File: config.mk
export PLATFORM = sky130hd
export DESIGN_NAME = ones_complement_checksum
export DESIGN_NICKNAME = d
export VERILOG_FILES = /design/src/hw/rtl/occ_pkg.sv /design/src/hw/rtl/occ_in_stage.sv /design/src/hw/rtl/occ_accum.sv /design/src/hw/rtl/ones_complement_checksum.sv
export SDC_FILE = /design/constraint.sdc
export NUM_CORES = 1
export LEC_CHECK = 0
export BUFFER_PORTS_ARGS = -buffer_cell sky130_fd_sc_hd__buf_2
export CAP_MARGIN = 25
export CORE_MARGIN = 5
export CORE_UTILIZATION = 60
export DETAILED_ROUTE_END_ITERATION = 6
export PLACE_DENSITY = 0.78
export SYNTH_ARGS = -nofsm -noshare
export SYNTH_HDL_FRONTEND = slang
export SYNTH_SLANG_ARGS = --single-unit
File: constraint.sdc
create_clock -name clk -period 6.45 [get_ports clk]
set_input_delay 0.3225 -clock clk [delete_from_list [all_inputs] [get_ports clk]]
set_output_delay 0.3225 -clock clk [all_outputs]
set_load 0.005 [all_outputs]
File: src/hw/rtl/occ_pkg.sv
// Shared types, constants and the end-around-carry add for the checksum block.
// No dependencies; every other file in hw/rtl imports this package.
package occ_pkg;

  localparam int unsigned SumWidth  = 16;
  localparam int unsigned ByteWidth = 8;

  typedef logic [SumWidth-1:0]  sum_t;
  typedef logic [ByteWidth-1:0] byte_t;

  // One input item as it sits in the input register.
  typedef struct packed {
    logic  valid;
    byte_t data_byte;
    logic  fragment_end;
    logic  packet_end;
  } occ_item_t;

  // One's-complement add with the carry folded back in. The 17-bit sum is at
  // most 0x1fffe, so the fold itself cannot carry again.
  function automatic sum_t ones_add(sum_t acc, sum_t word);
    logic [SumWidth:0] t;
    t = {1'b0, acc} + {1'b0, word};
    return t[SumWidth-1:0] + {{(SumWidth-1){1'b0}}, t[SumWidth]};
  endfunction

endpackage

File: src/hw/rtl/occ_in_stage.sv
// Input register for the checksum block: captures one item per cycle while not stalled.
// Depends on occ_pkg.
module occ_in_stage import occ_pkg::*; (
  input  logic      clk,
  input  logic      rst_n,
  input  logic      in_valid,
  output logic      in_stall,
  input  byte_t     in_data_byte,
  input  logic      in_fragment_end,
  input  logic      in_packet_end,
  input  logic      advance,
  output occ_item_t item
);

  occ_item_t item_r;
  occ_item_t item_nxt;
  logic      take;

  // The register can load when empty or when its item moves on this cycle.
  assign in_stall = item_r.valid && !advance;
  assign take     = in_valid && !in_stall;

  always_comb begin
    item_nxt = item_r;
    if (take) begin
      item_nxt.valid        = 1'b1;
      item_nxt.data_byte    = in_data_byte;
      item_nxt.fragment_end = in_fragment_end;
      item_nxt.packet_end   = in_packet_end;
    end else if (advance) begin
      item_nxt.valid = 1'b0;
    end
  end

  always_ff @(posedge clk) begin
    if (!rst_n) begin
      item_r.valid <= 1'b0;
    end else begin
      item_r.valid <= item_nxt.valid;
    end
    item_r.data_byte    <= item_nxt.data_byte;
    item_r.fragment_end <= item_nxt.fragment_end;
    item_r.packet_end   <= item_nxt.packet_end;
  end

  assign item = item_r;

endmodule

File: src/hw/rtl/occ_accum.sv
// Running one's-complement sum, byte position and the checksum output register.
// Depends on occ_pkg.
module occ_accum import occ_pkg::*; (
  input  logic      clk,
  input  logic      rst_n,
  input  occ_item_t item,
  output logic      advance,
  output logic      out_valid,
  input  logic      out_stall,
  output sum_t      out_checksum
);

  sum_t sum_r, sum_nxt;
  logic odd_r, odd_nxt;
  logic out_valid_r, out_valid_nxt;
  sum_t checksum_r, checksum_nxt;
  sum_t word;
  sum_t added;
  logic out_free;

  assign out_free = !out_valid_r || !out_stall;
  // Only a packet-ending item needs room in the output register.
  assign advance  = item.valid && (!item.packet_end || out_free);

  // High byte goes in shifted up, low byte as is.
  assign word  = odd_r ? {{(SumWidth-ByteWidth){1'b0}}, item.data_byte}
                       : {item.data_byte, {(SumWidth-ByteWidth){1'b0}}};
  assign added = ones_add(sum_r, word);

  always_comb begin
    sum_nxt       = sum_r;
    odd_nxt       = odd_r;
    checksum_nxt  = checksum_r;
    out_valid_nxt = out_valid_r && out_stall;
    if (advance) begin
      if (item.packet_end) begin
        sum_nxt       = '0;
        odd_nxt       = 1'b0;
        checksum_nxt  = ~added;
        out_valid_nxt = 1'b1;
      end else begin
        sum_nxt = added;
        odd_nxt = item.fragment_end ? 1'b0 : !odd_r;
      end
    end
  end

  always_ff @(posedge clk) begin
    if (!rst_n) begin
      sum_r       <= '0;
      odd_r       <= 1'b0;
      out_valid_r <= 1'b0;
    end else begin
      sum_r       <= sum_nxt;
      odd_r       <= odd_nxt;
      out_valid_r <= out_valid_nxt;
    end
    checksum_r <= checksum_nxt;
  end

  assign out_valid    = out_valid_r;
  assign out_checksum = checksum_r;

endmodule

File: src/hw/rtl/ones_complement_checksum.sv
// Internet-style checksum over a fragmented byte stream, one byte per item.
// The checksum is loaded into the output register when the packet's last byte leaves the input register.
// Throughput: one byte per cycle; the 17-bit add and fold sit between the input
// register and the sum/output registers. A stalled checksum holds up only the last byte.
// Reset (rst_n low, synchronous) empties both registers and clears sum and byte position.
// Depends on occ_pkg, occ_in_stage and occ_accum.
module ones_complement_checksum import occ_pkg::*; (
  input  logic  clk,
  input  logic  rst_n,
  input  logic  in_valid,
  output logic  in_stall,
  input  byte_t in_data_byte,
  input  logic  in_fragment_end,
  input  logic  in_packet_end,
  output logic  out_valid,
  input  logic  out_stall,
  output sum_t  out_checksum
);

  occ_item_t item;
  logic      advance;

  occ_in_stage u_in_stage (
    .clk             (clk),
    .rst_n           (rst_n),
    .in_valid        (in_valid),
    .in_stall        (in_stall),
    .in_data_byte    (in_data_byte),
    .in_fragment_end (in_fragment_end),
    .in_packet_end   (in_packet_end),
    .advance         (advance),
    .item            (item)
  );

  occ_accum u_accum (
    .clk          (clk),
    .rst_n        (rst_n),
    .item         (item),
    .advance      (advance),
    .out_valid    (out_valid),
    .out_stall    (out_stall),
    .out_checksum (out_checksum)
  );

endmodule
==> results of run 1 <==
==> routing by layer <==
layer	track usage	part of all wire	vias up	routed length [µm]
li1	-	-	1134	-
met1	0.269	0.45	1047	2740
met2	0.356	0.47	76	2880
met3	0.0327	0.057	14	346
met4	0.0773	0.021	0	131
met5	0	0	-	0
==> synthesized netlist by cell type (2+ instances only) <==
library cell and number:
a21oi_1 15, nand4_1 5, o31ai_1 2, o2111ai_1 2, xnor2_1 12, nand3b_1 2, nor2_1 11, a311o_1 2
mux2i_1 2, xor2_1 13, dfxtp_1 19, o211ai_1 2, or2_2 2, nor3_1 12, a21o_1 7, and2_1 13
a31oi_1 2, clkbuf_1 9, nor3b_1 3, nor2b_1 20, o21ai_0 13, o21a_1 5, edfxtp_1 26, buf_2 3
ha_1 18, nand2_1 26, inv_1 7, nand3_1 9, and3_1 2
==> kinds of logic after synthesis <==
| logic type | after synthesis | share of synthesized area |
|---|---|---|
| fa+ha+maj | 19 | 0.0843 |
| compound gates | 69 | 0.174 |
| buf+inv | 23 | 0.0340 |
| flops | 45 | 0.399 |
| xor+xnor | 25 | 0.0753 |
| simple gates | 115 | 0.226 |
| mux | 2 | 0.00688 |
==> worst paths after layout <==
| kind | slack (ps) | endpoint |
|---|---|---|
| min | 200 | u_in_stage.item[5]$_DFFE_PP_ |
| max | 1680 | u_accum.sum_r[7]$_SDFFE_PN0P_ |
| min reg2reg | 470 | u_accum.sum_r[9]$_SDFFE_PN0P_ |
| max reg2reg | 1680 | u_accum.sum_r[7]$_SDFFE_PN0P_ |
==> through the flow <==
stage | instance area [µm²] | setup WS (ps) | hold slack, ps | power [W] | std cells
after CTS | 3170 | 1690 | 190 | 0.000560 | 390
final | 3170 | 1680 | 198 | 0.000559 | 390
after global placement | 3090 | 1870 | 442 | 0.000398 | 382
after floorplan | 2910 | 2090 | 421 | 0.000378 | 298
after global routing | 3170 | 1270 | 181 | 0.000585 | 390
after detailed placement | 3090 | 1740 | 456 | 0.000399 | 382
==> sequential cells by signal, summed over array words and instances (netlist names) <==
| name | cells |
|---|---|
| u_accum.out_valid | 1 |
| u_in_stage.item | 11 |
| u_accum.out_checksum | 16 |
| u_accum.sum_r | 16 |
| u_accum.odd_r | 1 |
==> report_power, final <==
part	total (W)	internal (W)	switching, W
Combinational	0.0000749	0.0000295	0.0000454
Clock	0.000165	0.0000730	0.0000920
Sequential	0.000319	0.000314	0.00000531
==> layout make-up <==
cell class              count  area [µm²]  share of cell area
inverters                   8        30.0             0.00948
clock buffers               5        68.8              0.0217
flip-flops and latches     45        1160               0.367
clock inverters             3        12.5             0.00395
multi-input cells         230        1650               0.520
repair buffers             32         163              0.0514
well taps                  67        83.8              0.0265
==> worst max-delay path, delay by kind of cell, from the launching register on <==
kind	cells	cell delay (ps)
AND/OR/NAND/NOR	7	1570
AO/OA/AOI/OAI	8	1280
adder cells (fa/ha/maj)	3	820
flip-flops	1	600
XOR/XNOR	1	210
multiplexers	1	130
buffers and inverters	1	70
==> results.tsv, run 1 <==
metric	value	unit
clock.fmax	0.210	GHz
grt_first_pass_wirelength	10300	µm
hold_buffers	0	
ys_seq_elements	45	
post-route-min-period	4770	ps
gp_congestion	0.969	
cp_slowest_cell	dfxtp_1	
synth-async-reset-ratio	0	
overflow	0	
ys_warn_count	0	
netlist_area	2910	µm²
ys_seq_area_frac	0.399	
grt_max_degree	19	
fp.dieArea	6340	µm²
cts_resized	0	
hold_depth	1	
r2r_cells	21	
startpoint	u_accum.odd_r$_SDFFE_PN0P_	
post-route-util	0.670	
wl	6090	µm
cts-root-buf	clkbuf_8	
finalHoldViolCount	0	
synth-main-ff-cell	edfxtp_1	
syn_area_per_cell	9.76	µm²
leakagePower	1.25	nW
cp-start-kind	register	
pin_count	32	
path_cells	and2_1 -> ha_1 -> inv_1 -> fa_1 -> nor2b_1 -> o211ai_1 -> a21oi_1 -> o311ai_0 -> nand2b_1 -> a21oi_1 -> o21ai_0 -> a21o_1 -> ha_1 -> nor2b_1 -> o21ai_1 -> nor4b_2 -> mux2i_1 -> nor3_1 -> xor2_1 -> o31ai_1 -> and2_1	
arrival	4970	ps
cts.path.max_buffers	2	
timing.rr.start	u_accum.odd_r$_SDFFE_PN0P_	
drv_cap	0	
crit_fanout	18	
final_cell_mix	buf_2, nand2_1, edfxtp_1	
timing_worst_setup_path_type	reg -> reg	
clock_sinks	45	
fin_setup_tns	0	ps
grt_antenna_before_repair	0	
drtAntennaViolNets	0	
cts_tree	yes	
die_y	79.6	µm
die_w	79.6	µm
drtIter0Drc	144	
post_cts_buffers	0	
rsz0062_at_grt	no	
min-delay-start	in_data_byte[3]	
rows	25	
layout_commonest_cell	buf_2	
areaGrowthSynthToFinish	8.91	%
antenna_cells	0	
finalMaxSlewViolations	0	
synth-edff-count	26	
grt_pass1_vias	2166	
fin_skew	13.4	ps
synth.largest_area_cell	edfxtp_1	
clk_pin_slew	80	ps
start_util	0.616	
power_density	177	nW/µm²
vias_per_cell	5.82	
synthTopCellsByArea	edfxtp_1, dfxtp_1, ha_1, nor2b_1, xor2_1	
syn-instance-count	298	
min_path_type	in -> reg	
vias	2271	
numCtsBuffers	5	
required	6640	ps
nNetsFinal	355	
endpoint_kind	register	
drc	0	
synth_top_area_share	0.269	
setup_violations	0	
hpwl	4740	µm
status	complete, no violations	
period_share	0.740	
drive_above_1_share	0.161	
syn_nets	331	
core_area	4720	µm²
drt_pass1_iterations	4	
critical_path.max_stage_delay	600	ps
wire_per_inst	15.6	µm
htree_levels	2	
numPortBuffers	31	
relSlewSlack	0.515	
grt_usage	0.210	
clk_latency	300	ps
yosys.cell_types.count	63	
tightestPinTransition	726	ps
fillers	373	
ir_drop	148	µV
(Power assumes the default switching activity.)
==> run 2: changes to the inputs <==
Settings changed: CORE_UTILIZATION 60 to 59, PLACE_DENSITY 0.78 to 0.77.
Clock period 6.45 ns to 5 ns, I/O delays scaled along.
==> run 2 against run 1 <==
  * Sequential share of layout area down 0.50 points
  * Sequential cell count unchanged
  * Cell count unchanged
  * Sequential power up 29%
  * Clock power up 71%
  * Clock skew down 4.2 ps
  * First-iteration DRC count down 10%
  * Via count up 0.66%
  * Power up 41%
  * Global-route usage up 0.27 points
  * Cell area up 1.7%
==> results.tsv, run 2 (same netlist as run 1, synthesis figures left out) <==
metric	value	unit
status	complete, no violations	
wl	6160	µm
numPortBuffers	31	
relSlewSlack	0.511	
worstReg2RegEnd	u_accum.sum_r[7]$_SDFFE_PN0P_	
clk_pin_slew	80	ps
gp_congestion	0.925	
gr-usage-met2	0.349	
die_w	80.2	µm
grt_antenna_before_repair	0	
clk_latency	300	ps
r2r_cells	21	
leakagePower	1.27	nW
htree_levels	2	
drtIter0Drc	129	
seqCellArea	1160	µm²
cp_slowest_cell	fa_1	
grt_max_degree	19	
grt_pass1_vias	2214	
grt_first_pass_wirelength	10600	µm
post-route-min-period	4440	ps
r2r_setup_slack	560	ps
cts.path.max_buffers	2	
hpwl	4770	µm
core_area	4750	µm²
clock_sinks	45	
p_total	0.000790	W
cp-start-kind	register	
fillers	416	
post_cts_buffers	0	
final_cell_mix	buf_2, nand2_1, edfxtp_1	
start_util	0.612	
tightestPinTransition	732	ps
min-delay-start	in_data_byte[6]	
drv_cap	0	
finalHoldViolCount	0	
fin_skew	9.26	ps
post-route-util	0.677	
period_share	0.889	
drtAntennaViolNets	0	
arrival	4640	ps
dp.cells	382	
power_density	245	nW/µm²
cts-root-buf	clkbuf_8	
layout_commonest_cell	buf_2	
pin_count	32	
clock.fmax	0.225	GHz
numCtsBuffers	5	
min_path_type	in -> reg	
multi_input_area	1660	µm²
fin_cells	390	
overflow	0	
fp.dieArea	6430	µm²
grt_usage	0.213	
nNetsFinal	355	
busiest_layer	met2	
path_cells	and2_1 -> ha_1 -> inv_1 -> fa_1 -> nor2b_2 -> o211ai_1 -> a21oi_1 -> o311ai_0 -> nand2b_1 -> a21oi_1 -> o21ai_0 -> a21o_1 -> ha_1 -> nor2b_1 -> o21ai_2 -> nor4b_4 -> mux2i_1 -> nor3_1 -> xor2_1 -> o31ai_1 -> and2_1	
met3_usage	0.0314	
fin_setup_tns	0	ps
die_y	80.2	µm
antenna_cells	0	
required	5200	ps
wire_per_inst	15.8	µm
hold_end	u_in_stage.item[8]$_DFFE_PP_	
fin_hold_ws	128	ps
drc	0	
critical_path.max_stage_delay	470	ps
rsz0062_at_grt	no	
met1_usage	0.287	
timing.rr.start	u_accum.odd_r$_SDFFE_PN0P_	
drt_pass1_iterations	4	
hold_buffers	0	
cts_tree	yes	
timing_worst_setup_path_type	reg -> reg	
ir_drop	211	µV
vias_per_cell	5.86	
hold_depth	1	
endpoint_kind	register	
setup_violations	0	
drive_above_1_share	0.173	
crit_fanout	18	
areaGrowthSynthToFinish	10.8	%
vias	2286	
finalMaxSlewViolations	0	
rows	25	
run 2: changes by cell type in the layout (fill, tap and decap cells not counted), sizes merged:
cell    previous run  this run
bufinv             0         1
clkinv             4         1
clkbuf             5         7
run 2: power breakdown:
part / switching, W / total, W / internal (W)
clock network: 0.000119 / 0.000282 / 0.000163
registers: 0.00000686 / 0.000411 / 0.000404
logic: 0.0000583 / 0.0000963 / 0.0000381
run 2: final cells by class:
class / count / share of cell area
Multi-Input combinational cell: 230 / 0.516
Sequential cell: 45 / 0.362
Timing Repair Buffer: 32 / 0.0505
Clock buffer: 7 / 0.0268
Tap cell: 67 / 0.0260
Clock inverter: 1 / 0.00932
Inverter: 8 / 0.00932
run 2: metrics by stage:
step                      instance area (µm²)  worst slack, ps
after floorplan                          2910              644
after global placement                   3090              436
after detailed placement                 3090              200
after CTS                                3200              169
after global routing                     3220             5.87
final                                    3220              555
run 2: what timing repair did:
| item | CTS | global route |
|---|---|---|
| endpoints found under the hold margin | 0 | 0 |
| resized for setup | 0 | 5 |
| setup endpoints to repair | 0 | 11 |
run 2: how the worst max path moves through the flow:
| stage | from | endpoint | cells after the start |
|---|---|---|---|
| 6_report | u_accum.odd_r$_SDFFE_PN0P_ | u_accum.sum_r[7]$_SDFFE_PN0P_ | 21 |
| 5_1_grt | u_accum.odd_r$_SDFFE_PN0P_ | u_accum.sum_r[7]$_SDFFE_PN0P_ | 21 |
| 4_1_cts | u_accum.odd_r$_SDFFE_PN0P_ | u_accum.sum_r[7]$_SDFFE_PN0P_ | 21 |
| 3_5_place_dp | u_accum.odd_r$_SDFFE_PN0P_ | u_accum.sum_r[7]$_SDFFE_PN0P_ | 21 |
| 3_3_place_gp | u_accum.odd_r$_SDFFE_PN0P_ | u_accum.sum_r[7]$_SDFFE_PN0P_ | 21 |
| 2_1_floorplan | u_accum.odd_r$_SDFFE_PN0P_ | u_accum.sum_r[7]$_SDFFE_PN0P_ | 22 |
run 2: worst max-delay path: cells and delay by family (launching register included):
kind / cells / cell delay (ps)
flops: 1 / 430
xor+xnor: 1 / 220
mux: 1 / 120
buf+inv: 1 / 80
compound gates: 8 / 1220
simple gates: 7 / 1440
fa+ha+maj: 3 / 840
run 2: routing by layer:
layer  wire length (µm)  vias up  part of all wire
met3                278       11             0.045
met1               2890     1076              0.47
met5                  0        -                 0
met4                110        0             0.018
li1                   -     1136                 -
met2               2880       63              0.47
